<file path="src/rtl/rfis_pkg.sv">
// ============================================================================
// rfis_pkg : shared constants for the rotation filtered imbalance signal
// Register indexes, rotation side codes and fixed field widths.
// ============================================================================
`default_nettype none

package rfis_pkg;

    // Fixed field widths
    localparam int VOL_WIDTH     = 32;
    localparam int TICKS_WIDTH   = 9;
    localparam int DENSITY_WIDTH = 56;
    localparam int CFG_WIDTH     = 56;
    localparam int CFG_IDX_WIDTH = 1;
    localparam int FRAC_BITS     = 8;

    // Configuration register indexes
    localparam logic [CFG_IDX_WIDTH-1:0] REG_MIN_ROT_TICKS = 1'b0;
    localparam logic [CFG_IDX_WIDTH-1:0] REG_MIN_DENSITY   = 1'b1;

    // Rotation side codes
    typedef logic [1:0] side_t;
    localparam side_t SIDE_NONE = 2'b00;
    localparam side_t SIDE_UP   = 2'b01;
    localparam side_t SIDE_DOWN = 2'b11;

endpackage

`default_nettype wire

</file>
<file path="src/rtl/rotation_filtered_imbalance_signal.sv">
// ============================================================================
// rotation_filtered_imbalance_signal : gap imbalance signal with rotation filter
// Tracks a volume rotation over closed bars and gates buy/sell gap signals
// on rotation side, split volume and density (bit-serial divider).
// ============================================================================
//
//  channel  | handshake            | payload
//  ---------+----------------------+------------------------------------------
//  in       | in_valid / in_ready  | bar_open..bar_close, volumes, bar_closed
//  out      | out_valid / out_ready| signals, markers, rotation delta/density
//  cfg      | cfg_write            | cfg_index, cfg_data (no read-back)
//
//  One item at a time. A closed bar with the filter running steps through
//  S_CAND, S_ACC, S_FLIP (skipped when it opens the first rotation), S_RANGE,
//  S_DIV when the range is positive (the restoring divider producing one
//  density bit per cycle), S_SAT and S_OUT; the next item can be accepted
//  once the sequencer is back in S_IDLE. Other items go from S_CAND to S_OUT.
//  A finished result sits in the output register while the next item is
//  accepted; a stalled output holds only the final step.
//  Reset clears all rotation state, history and registers; no clearing pass.
//
`default_nettype none

module rotation_filtered_imbalance_signal #(
    parameter int ACCUM_WIDTH = 48,
    parameter int PRICE_WIDTH = 32
) (
    input  wire logic                                     clk,
    input  wire logic                                     rst_n,
    // input channel
    input  wire logic                                     in_valid,
    output logic                                          in_ready,
    input  wire logic signed [PRICE_WIDTH-1:0]            bar_open,
    input  wire logic signed [PRICE_WIDTH-1:0]            bar_high,
    input  wire logic signed [PRICE_WIDTH-1:0]            bar_low,
    input  wire logic signed [PRICE_WIDTH-1:0]            bar_close,
    input  wire logic [rfis_pkg::VOL_WIDTH-1:0]           ask_volume,
    input  wire logic [rfis_pkg::VOL_WIDTH-1:0]           bid_volume,
    input  wire logic [rfis_pkg::VOL_WIDTH-1:0]           total_volume,
    input  wire logic                                     bar_closed,
    // output channel
    output logic                                          out_valid,
    input  wire logic                                     out_ready,
    output logic                                          buy_signal,
    output logic                                          sell_signal,
    output logic signed [PRICE_WIDTH:0]                   buy_marker,
    output logic signed [PRICE_WIDTH:0]                   sell_marker,
    output logic signed [ACCUM_WIDTH-1:0]                 rotation_delta,
    output logic [rfis_pkg::DENSITY_WIDTH-1:0]            rotation_density,
    // configuration port
    input  wire logic                                     cfg_write,
    input  wire logic [rfis_pkg::CFG_IDX_WIDTH-1:0]       cfg_index,
    input  wire logic [rfis_pkg::CFG_WIDTH-1:0]           cfg_data
);

    localparam int A  = ACCUM_WIDTH;
    localparam int P  = PRICE_WIDTH;
    localparam int DW = rfis_pkg::DENSITY_WIDTH;
    localparam int QW = ACCUM_WIDTH + rfis_pkg::FRAC_BITS;
    localparam int QX = (QW > DW) ? QW : DW;
    localparam int CNT_W = $clog2(QW);

    typedef enum logic [2:0] {
        S_IDLE, S_CAND, S_ACC, S_FLIP, S_RANGE, S_DIV, S_SAT, S_OUT
    } state_t;

    state_t state_reg;

    // configuration
    logic [rfis_pkg::TICKS_WIDTH-1:0] min_ticks_reg;
    logic [DW-1:0]                    min_density_reg;

    // latched item
    logic signed [P-1:0]               open_reg, high_reg, low_reg, close_reg;
    logic [rfis_pkg::VOL_WIDTH-1:0]    ask_reg, bid_reg, vol_reg;
    logic                              closed_reg;

    // history and rotation state
    logic signed [P-1:0] prev_open_reg, prev_close_reg;
    logic [1:0]          closed_cnt_reg;
    rfis_pkg::side_t     side_reg;
    logic signed [P-1:0] rot_high_reg, rot_low_reg;
    logic signed [A-1:0] delta_sum_reg;
    logic [A-1:0]        vol_sum_reg;
    logic                split_reg;

    // per-item flags
    logic filt_reg, buy_cand_reg, sell_cand_reg;

    // divider
    logic [QW-1:0]    dvd_reg;
    logic [P-1:0]     rem_reg;
    logic [P-1:0]     div_reg;
    logic [CNT_W-1:0] cnt_reg;
    logic [DW-1:0]    density_reg;

    // output register
    logic                  out_valid_reg;
    logic                  buy_reg, sell_reg;
    logic signed [P:0]     buy_marker_reg, sell_marker_reg;
    logic signed [A-1:0]   rot_delta_reg;
    logic [DW-1:0]         rot_density_reg;

    // bar delta and split flag
    logic signed [32:0] bar_delta;
    logic               bar_split;
    assign bar_delta = $signed({1'b0, ask_reg}) - $signed({1'b0, bid_reg});
    assign bar_split = (ask_reg | bid_reg) != '0;

    // saturating accumulators
    logic signed [A:0]   delta_wide;
    logic signed [A-1:0] delta_sum_next;
    logic [A:0]          vol_wide;
    logic [A-1:0]        vol_sum_next;
    assign delta_wide = (A+1)'(delta_sum_reg) + (A+1)'(bar_delta);
    always_comb
    begin
        if (delta_wide[A] != delta_wide[A-1])
            delta_sum_next = delta_wide[A] ? {1'b1, {(A-1){1'b0}}} : {1'b0, {(A-1){1'b1}}};
        else
            delta_sum_next = delta_wide[A-1:0];
    end
    assign vol_wide     = {1'b0, vol_sum_reg} + (A+1)'(vol_reg);
    assign vol_sum_next = vol_wide[A] ? {A{1'b1}} : vol_wide[A-1:0];

    // flip distance: one subtract with muxed operands
    logic signed [P:0] flip_a, flip_b, flip_diff, ticks_ext;
    logic              flip_hit;
    assign flip_a    = (side_reg == rfis_pkg::SIDE_UP) ? (P+1)'(rot_high_reg) : (P+1)'(close_reg);
    assign flip_b    = (side_reg == rfis_pkg::SIDE_UP) ? (P+1)'(close_reg) : (P+1)'(rot_low_reg);
    assign flip_diff = flip_a - flip_b;
    assign ticks_ext = $signed((P+1)'(min_ticks_reg));
    assign flip_hit  = flip_diff >= ticks_ext;

    // rotation range
    logic signed [P:0] range_val;
    logic              range_pos;
    assign range_val = (P+1)'(rot_high_reg) - (P+1)'(rot_low_reg);
    assign range_pos = !range_val[P] && (range_val != '0);

    // restoring divider step
    logic [P:0] trial, trial_sub;
    logic       trial_ge;
    assign trial     = {rem_reg, dvd_reg[QW-1]};
    assign trial_ge  = trial >= {1'b0, div_reg};
    assign trial_sub = trial - {1'b0, div_reg};

    // density saturation
    logic [QX-1:0] q_ext;
    logic          q_over;
    assign q_ext  = QX'(dvd_reg);
    assign q_over = (q_ext >> DW) != '0;

    // filter pass
    logic dens_ok, ok_long, ok_short, buy_now, sell_now;
    assign dens_ok  = density_reg >= min_density_reg;
    assign ok_long  = !filt_reg || (split_reg && side_reg == rfis_pkg::SIDE_UP && dens_ok);
    assign ok_short = !filt_reg || (split_reg && side_reg != rfis_pkg::SIDE_UP && dens_ok);
    assign buy_now  = buy_cand_reg && ok_long;
    assign sell_now = sell_cand_reg && ok_short;

    // configuration writes
    always_ff @(posedge clk or negedge rst_n)
    begin
        if (!rst_n)
        begin
            min_ticks_reg   <= '0;
            min_density_reg <= '0;
        end
        else if (cfg_write)
        begin
            unique case (cfg_index)
                rfis_pkg::REG_MIN_ROT_TICKS: min_ticks_reg   <= cfg_data[rfis_pkg::TICKS_WIDTH-1:0];
                rfis_pkg::REG_MIN_DENSITY:   min_density_reg <= cfg_data[DW-1:0];
            endcase
        end
    end

    // sequencer, datapath and output register
    always_ff @(posedge clk or negedge rst_n)
    begin
        if (!rst_n)
        begin
            state_reg       <= S_IDLE;
            open_reg        <= '0;
            high_reg        <= '0;
            low_reg         <= '0;
            close_reg       <= '0;
            ask_reg         <= '0;
            bid_reg         <= '0;
            vol_reg         <= '0;
            closed_reg      <= 1'b0;
            prev_open_reg   <= '0;
            prev_close_reg  <= '0;
            closed_cnt_reg  <= '0;
            side_reg        <= rfis_pkg::SIDE_NONE;
            rot_high_reg    <= '0;
            rot_low_reg     <= '0;
            delta_sum_reg   <= '0;
            vol_sum_reg     <= '0;
            split_reg       <= 1'b0;
            filt_reg        <= 1'b0;
            buy_cand_reg    <= 1'b0;
            sell_cand_reg   <= 1'b0;
            dvd_reg         <= '0;
            rem_reg         <= '0;
            div_reg         <= '0;
            cnt_reg         <= '0;
            density_reg     <= '0;
            out_valid_reg   <= 1'b0;
            buy_reg         <= 1'b0;
            sell_reg        <= 1'b0;
            buy_marker_reg  <= '0;
            sell_marker_reg <= '0;
            rot_delta_reg   <= '0;
            rot_density_reg <= '0;
        end
        else
        begin
            // result taken downstream; S_OUT reloads it itself
            if (out_valid_reg && out_ready && state_reg != S_OUT)
                out_valid_reg <= 1'b0;

            unique case (state_reg)
                S_IDLE:
                begin
                    if (in_valid)
                    begin
                        open_reg   <= bar_open;
                        high_reg   <= bar_high;
                        low_reg    <= bar_low;
                        close_reg  <= bar_close;
                        ask_reg    <= ask_volume;
                        bid_reg    <= bid_volume;
                        vol_reg    <= total_volume;
                        closed_reg <= bar_closed;
                        state_reg  <= S_CAND;
                    end
                end

                // gap candidates against the old history, then update history
                S_CAND:
                begin
                    filt_reg      <= closed_reg && closed_cnt_reg[1] && (min_ticks_reg != '0);
                    buy_cand_reg  <= closed_reg && closed_cnt_reg[1] &&
                                     close_reg > open_reg && prev_close_reg > prev_open_reg &&
                                     open_reg > prev_close_reg;
                    sell_cand_reg <= closed_reg && closed_cnt_reg[1] &&
                                     close_reg < open_reg && prev_close_reg < prev_open_reg &&
                                     open_reg < prev_close_reg;
                    if (closed_reg)
                    begin
                        prev_open_reg  <= open_reg;
                        prev_close_reg <= close_reg;
                        if (!closed_cnt_reg[1])
                            closed_cnt_reg <= closed_cnt_reg + 2'd1;
                    end
                    if (closed_reg && closed_cnt_reg[1] && (min_ticks_reg != '0))
                        state_reg <= S_ACC;
                    else
                        state_reg <= S_OUT;
                end

                // accumulate, or start the first rotation
                S_ACC:
                begin
                    if (side_reg == rfis_pkg::SIDE_NONE)
                    begin
                        side_reg      <= (ask_reg >= bid_reg) ? rfis_pkg::SIDE_UP
                                                              : rfis_pkg::SIDE_DOWN;
                        rot_high_reg  <= high_reg;
                        rot_low_reg   <= low_reg;
                        delta_sum_reg <= A'(bar_delta);
                        vol_sum_reg   <= A'(vol_reg);
                        split_reg     <= bar_split;
                        state_reg     <= S_RANGE;
                    end
                    else
                    begin
                        delta_sum_reg <= delta_sum_next;
                        vol_sum_reg   <= vol_sum_next;
                        split_reg     <= split_reg || bar_split;
                        if (high_reg > rot_high_reg)
                            rot_high_reg <= high_reg;
                        if (low_reg < rot_low_reg)
                            rot_low_reg <= low_reg;
                        state_reg <= S_FLIP;
                    end
                end

                // side flip restarts the rotation at this bar
                S_FLIP:
                begin
                    if (flip_hit)
                    begin
                        side_reg      <= (side_reg == rfis_pkg::SIDE_UP) ? rfis_pkg::SIDE_DOWN
                                                                         : rfis_pkg::SIDE_UP;
                        rot_high_reg  <= close_reg;
                        rot_low_reg   <= close_reg;
                        delta_sum_reg <= A'(bar_delta);
                        vol_sum_reg   <= A'(vol_reg);
                        split_reg     <= bar_split;
                    end
                    state_reg <= S_RANGE;
                end

                // load divider; zero or negative range passes volume through
                S_RANGE:
                begin
                    dvd_reg <= {vol_sum_reg, {rfis_pkg::FRAC_BITS{1'b0}}};
                    rem_reg <= '0;
                    div_reg <= range_val[P-1:0];
                    cnt_reg <= CNT_W'(QW - 1);
                    state_reg <= range_pos ? S_DIV : S_SAT;
                end

                // one quotient bit per cycle
                S_DIV:
                begin
                    rem_reg <= trial_ge ? trial_sub[P-1:0] : trial[P-1:0];
                    dvd_reg <= {dvd_reg[QW-2:0], trial_ge};
                    cnt_reg <= cnt_reg - 1'b1;
                    if (cnt_reg == '0)
                        state_reg <= S_SAT;
                end

                S_SAT:
                begin
                    density_reg <= q_over ? {DW{1'b1}} : q_ext[DW-1:0];
                    state_reg   <= S_OUT;
                end

                // load the output register once it is free
                S_OUT:
                begin
                    if (!out_valid_reg || out_ready)
                    begin
                        out_valid_reg   <= 1'b1;
                        buy_reg         <= buy_now;
                        sell_reg        <= sell_now;
                        buy_marker_reg  <= buy_now ? (P+1)'(low_reg) - (P+1)'(2) : '0;
                        sell_marker_reg <= sell_now ? (P+1)'(high_reg) + (P+1)'(2) : '0;
                        rot_delta_reg   <= filt_reg ? delta_sum_reg : '0;
                        rot_density_reg <= filt_reg ? density_reg : '0;
                        state_reg       <= S_IDLE;
                    end
                end

                default:
                begin
                    state_reg <= S_IDLE;
                end
            endcase
        end
    end

    assign in_ready         = (state_reg == S_IDLE);
    assign out_valid        = out_valid_reg;
    assign buy_signal       = buy_reg;
    assign sell_signal      = sell_reg;
    assign buy_marker       = buy_marker_reg;
    assign sell_marker      = sell_marker_reg;
    assign rotation_delta   = rot_delta_reg;
    assign rotation_density = rot_density_reg;

    // checks
    a_one_item: assert property (@(posedge clk) disable iff (!rst_n)
        in_valid && in_ready |=> !in_ready)
        else $error("second item accepted while one is in flight");

    a_no_both: assert property (@(posedge clk) disable iff (!rst_n)
        out_valid |-> !(buy_signal && sell_signal))
        else $error("buy and sell on the same item");

    a_div_end: assert property (@(posedge clk) disable iff (!rst_n)
        state_reg == S_DIV && cnt_reg == '0 |=> state_reg == S_SAT)
        else $error("divider did not finish after its last bit");

    a_marker: assert property (@(posedge clk) disable iff (!rst_n)
        out_valid && !buy_signal |-> buy_marker == '0)
        else $error("buy marker set without buy signal");

endmodule

`default_nettype wire
</file>
<file path="config.mk">
export PLATFORM = sky130hd
export DESIGN_NAME = rotation_filtered_imbalance_signal
export DESIGN_NICKNAME = d
export VERILOG_FILES = /design/src/rtl/rfis_pkg.sv /design/src/rtl/rotation_filtered_imbalance_signal.sv
export SDC_FILE = /design/constraint.sdc
export NUM_CORES = 2
export LEC_CHECK = 0
export BUFFER_PORTS_ARGS = -buffer_cell sky130_fd_sc_hd__buf_2
export CORE_MARGIN = 4
export CORE_UTILIZATION = 30
export DETAILED_ROUTE_END_ITERATION = 16
export PLACE_DENSITY = 0.43
export SLEW_MARGIN = 5
export SYNTH_ARGS = -nofsm -noshare
export SYNTH_HDL_FRONTEND = slang
export SYNTH_SLANG_ARGS = --single-unit
</file>
<file path="constraint.sdc">
create_clock -name clk -period 13.85 [get_ports clk]
set_input_delay 2.0775 -clock clk [delete_from_list [all_inputs] [get_ports clk]]
set_output_delay 2.0775 -clock clk [all_outputs]
set_load 0.05 [all_outputs]
</file>
==> results.txt <==
----------------------------------------------------
[Route]
  Remaining antenna violation count after routing ... 0
  First-pass iteration count of the detailed router ... 5
  Residual DRC ... 0
  Vias/cell ... 5.003
  Via count ... 43.94k
  DRC violation total after the first TritonRoute iteration ... around 2.6k
  Total Routed Length ... 184.3 mm
  Detail-routed net length per standard cell ... 20.99 µm

[Global route]
  GRT Total Usage ... between 10% and 20%
  Via count of the first global-routing pass ... 44.06k
  Maximum number of pins on one net before global-route repair ... about 150
  First-pass GRT wire length ... around 280 mm
  Antenna violations before repair ... 6
  Gr ovfl total ... 0

[Layout]
  Area growth syn-to-layout ... 16.00%
  Final #Nets ... slightly above 7k
  Layout cell share with drive strength beyond 1 ... 15.96%

[Logic synthesis]
  Post-synthesis instance area ... 0.05405 mm²
  Leading area contributor after synthesis ... sky130_fd_sc_hd__dfrtp_1
  Adder and majority cell fraction of the synthesized area ... 11.08%
  Top cells by instance count after synthesis ... sky130_fd_sc_hd__nand2_1, sky130_fd_sc_hd__dfrtp_1, sky130_fd_sc_hd__o21ai_0
  FFs w/ async S/R, synth ... 100.0%
  Dominant combinational cell family by area after synthesis ... compound AO/OA/AOI/OAI gates
  Area share of xor/xnor cells in the synthesized design ... 3.532%
  Seq cells post-synth ... 880
  Fraction of the yosys area taken by sequential cells ... about two fifths
  Synth top area cells ... sky130_fd_sc_hd__dfrtp_1, sky130_fd_sc_hd__ha_1, sky130_fd_sc_hd__nand2_1, sky130_fd_sc_hd__mux2_2, sky130_fd_sc_hd__o21ai_0
  Count leader, synth ... sky130_fd_sc_hd__nand2_1
  Fraction of the mapped netlist area in simple logic gates ... 14.90%
  Prevailing post-synth register cell ... sky130_fd_sc_hd__dfrtp_1
  Share of the synthesized area in compound gates (AO/OA/AOI/OAI) ... about 17%
  Post-synth EDFFs ... 0
  Share of cell area taken by muxes after synthesis ... 7.581%
  Number of library cell types mapped by synthesis ... between 80 and 90
  Syn Nets ... roughly 6.7k
  Synthesized netlist cell count ... about 6.0k
  Yosys warning total ... 0
  Fraction of synthesized cell area taken by the top area cell type ... 40.74%
  Synthesized area divided by synthesized cell count ... 9.080 µm²

[Worst setup path]
  Launch point of the worst reg-to-reg path ... ask_reg[4]
  CP arrival ... 8.33 ns
  Type of the worst setup path ... register to register
  CP endpoint ... delta_sum_reg[23]
  Flop2flop setup slack ... between 6 and 7 ns
  Crit end category ... register
  Highest net fanout along the worst path ... 33
  CP startpoint kind ... register
  Critical path origin ... ask_reg[4]
  Critical path required time ... 14.51 ns
  Critical register-to-register path endpoint ... delta_sum_reg[23]
  Worst Reg-to-Reg Cells ... 22

[Placement]
  Port bufs ... 460
  Placer's final routability congestion estimate ... 0.8747
  Post-detail-place hpwl ... ~140 mm

[Die]
  I/O pin count ... 461
  Vert. Die Dim ... 432.5 µm
  Number of placement rows ... 155
  Starting Density ... 30.23%
  Placeable core region ... 0.1788 mm²
  Die outline width ... 432.5 µm
  Die area ... 0.1870 mm²

[Clocking]
  CTS sink cnt ... 880
  Clock tree from TritonCTS ... yes
  Buffer depth of the longest clock path ... 3
  Count of hold-fix buffers inserted at cts ... 0
  Reg clk slew, reported paths ... about 0.060 ns
  # resized after CTS ... 0
  Max H-tree Level ... 3
  CTS Root Cell ... sky130_fd_sc_hd__clkbuf_16
  Setup repair bufs after CTS ... 0
  Later-pin clock latency in the skew report ... about 0.76 ns
  Total clock buffers created by CTS ... 112

[Timing]
  Tcrit/Tclk final ... 55.39%
  Least-Margin Pin Slew ... 1.178 ns
  Number of slew-limit violations in the final report ... 0
  Clock period minus worst slack ... 7.672 ns
  Final setup fails ... 0
  Top achievable clock speed ... 0.1303 GHz
  Aggregate negative setup slack ... 0 ns
  Clock skew ... 0.02692 ns
  Normalized max-slew margin ... between 20 and 25%
  Final hold vios ... 0
  Setup repair after global routing missed its margin ... no

[Min path]
  Class of the tightest hold or removal check ... register to register
  Worst hold path cell count ... 2

[Run]
  Max-Cap Viols ... 0

[Outcome]
  Outcome ... finished clean

----------------------------------------------------
[worst min-delay path by stage]
stage | from | end | slack (ns)
after floorplan | closed_cnt_reg[0] | closed_cnt_reg[0] | 0.45
after detailed placement | rotation_density[6] | rotation_density[6] | 0.45
after global placement | rotation_density[55] | rotation_density[55] | 0.45
after CTS | rotation_density[6] | rotation_density[6] | 0.46
after global routing | rotation_delta[16] | rotation_delta[16] | 0.49
final | rotation_density[6] | rotation_density[6] | 0.46
[cells in the final DEF, fill, tap and decap left out, types with 90 or more instances in the layout]
cell                          n
sky130_fd_sc_hd__nand2_1    890
sky130_fd_sc_hd__dfrtp_1    878
sky130_fd_sc_hd__o21ai_0    563
sky130_fd_sc_hd__ha_1       469
sky130_fd_sc_hd__buf_2      459
sky130_fd_sc_hd__inv_1      399
sky130_fd_sc_hd__a21oi_1    348
sky130_fd_sc_hd__nor2_1     288
sky130_fd_sc_hd__mux2_2     258
sky130_fd_sc_hd__nand3_1    186
sky130_fd_sc_hd__a21o_1     142
sky130_fd_sc_hd__xnor2_1    128
sky130_fd_sc_hd__mux2i_1    117
sky130_fd_sc_hd__clkbuf_16  112
sky130_fd_sc_hd__xor2_1      90
[routing by layer]
metal  vias to the layer above  global-route usage, %  routed length, µm
met5                         -                      0                 13
met4                         2                  6.120               5796
met3                       211                  2.522               6511
met2                       759                  31.55              84840
met1                     21290                  26.74              87170
li1                      21690                      -                  -
[kinds of logic after synthesis]
logic type / after synthesis
multiplexers: 377
adder cells (fa/ha/maj): 475
buffers and inverters: 662
flip-flops: 880
AO/OA/AOI/OAI: 1540
AND/OR/NAND/NOR: 1801
XOR/XNOR: 218
[cell type report]
cell class,count,area (µm²)
flip-flops and latches,880,22030
repair buffers,523,2810
well taps,2355,2947
clock inverters,47,555.5
fillers,18640,116100
inverters,399,1498
multi-input cells,4411,29530
diodes,6,15.01
clock buffers,162,3311
[worst max-delay path, cell delays in order (launching register included)]
cell,delay [ns]
sky130_fd_sc_hd__dfrtp_1,0.35
sky130_fd_sc_hd__inv_1,0.06
sky130_fd_sc_hd__ha_1,0.36
sky130_fd_sc_hd__nand2b_1,0.17
sky130_fd_sc_hd__a221oi_1,0.38
sky130_fd_sc_hd__nor2_1,0.14
sky130_fd_sc_hd__a31oi_1,0.24
sky130_fd_sc_hd__o21ai_0,0.30
sky130_fd_sc_hd__o2111ai_1,0.29
sky130_fd_sc_hd__o211ai_1,0.18
sky130_fd_sc_hd__o21ai_0,0.58
sky130_fd_sc_hd__inv_1,0.51
sky130_fd_sc_hd__ha_1,0.50
sky130_fd_sc_hd__and3_1,0.25
sky130_fd_sc_hd__and3_1,0.24
sky130_fd_sc_hd__a221o_1,0.38
sky130_fd_sc_hd__a31oi_1,0.20
sky130_fd_sc_hd__o31ai_2,0.11
sky130_fd_sc_hd__a221o_1,0.39
sky130_fd_sc_hd__mux2i_2,0.80
sky130_fd_sc_hd__or2_2,0.74
sky130_fd_sc_hd__a21oi_1,0.09
sky130_fd_sc_hd__o31ai_1,0.28
[through the flow]
stage	hold WS, ns	util, %	worst slack (ns)	cell area, µm²	cells
after floorplan	0.4460	-	8.400	54050	5953
after global placement	0.4487	32.89	6.394	58820	8568
after detailed placement	0.4504	32.89	6.284	58820	8568
after CTS	0.4625	35.06	6.234	62680	8777
after global routing	0.4869	35.06	5.583	62690	8779
final	0.4579	35.06	6.178	62700	8783
Power is left out: the tool's default activity adds up to more than one toggle a clock period on the data nets, which glitch-free logic cannot reach.
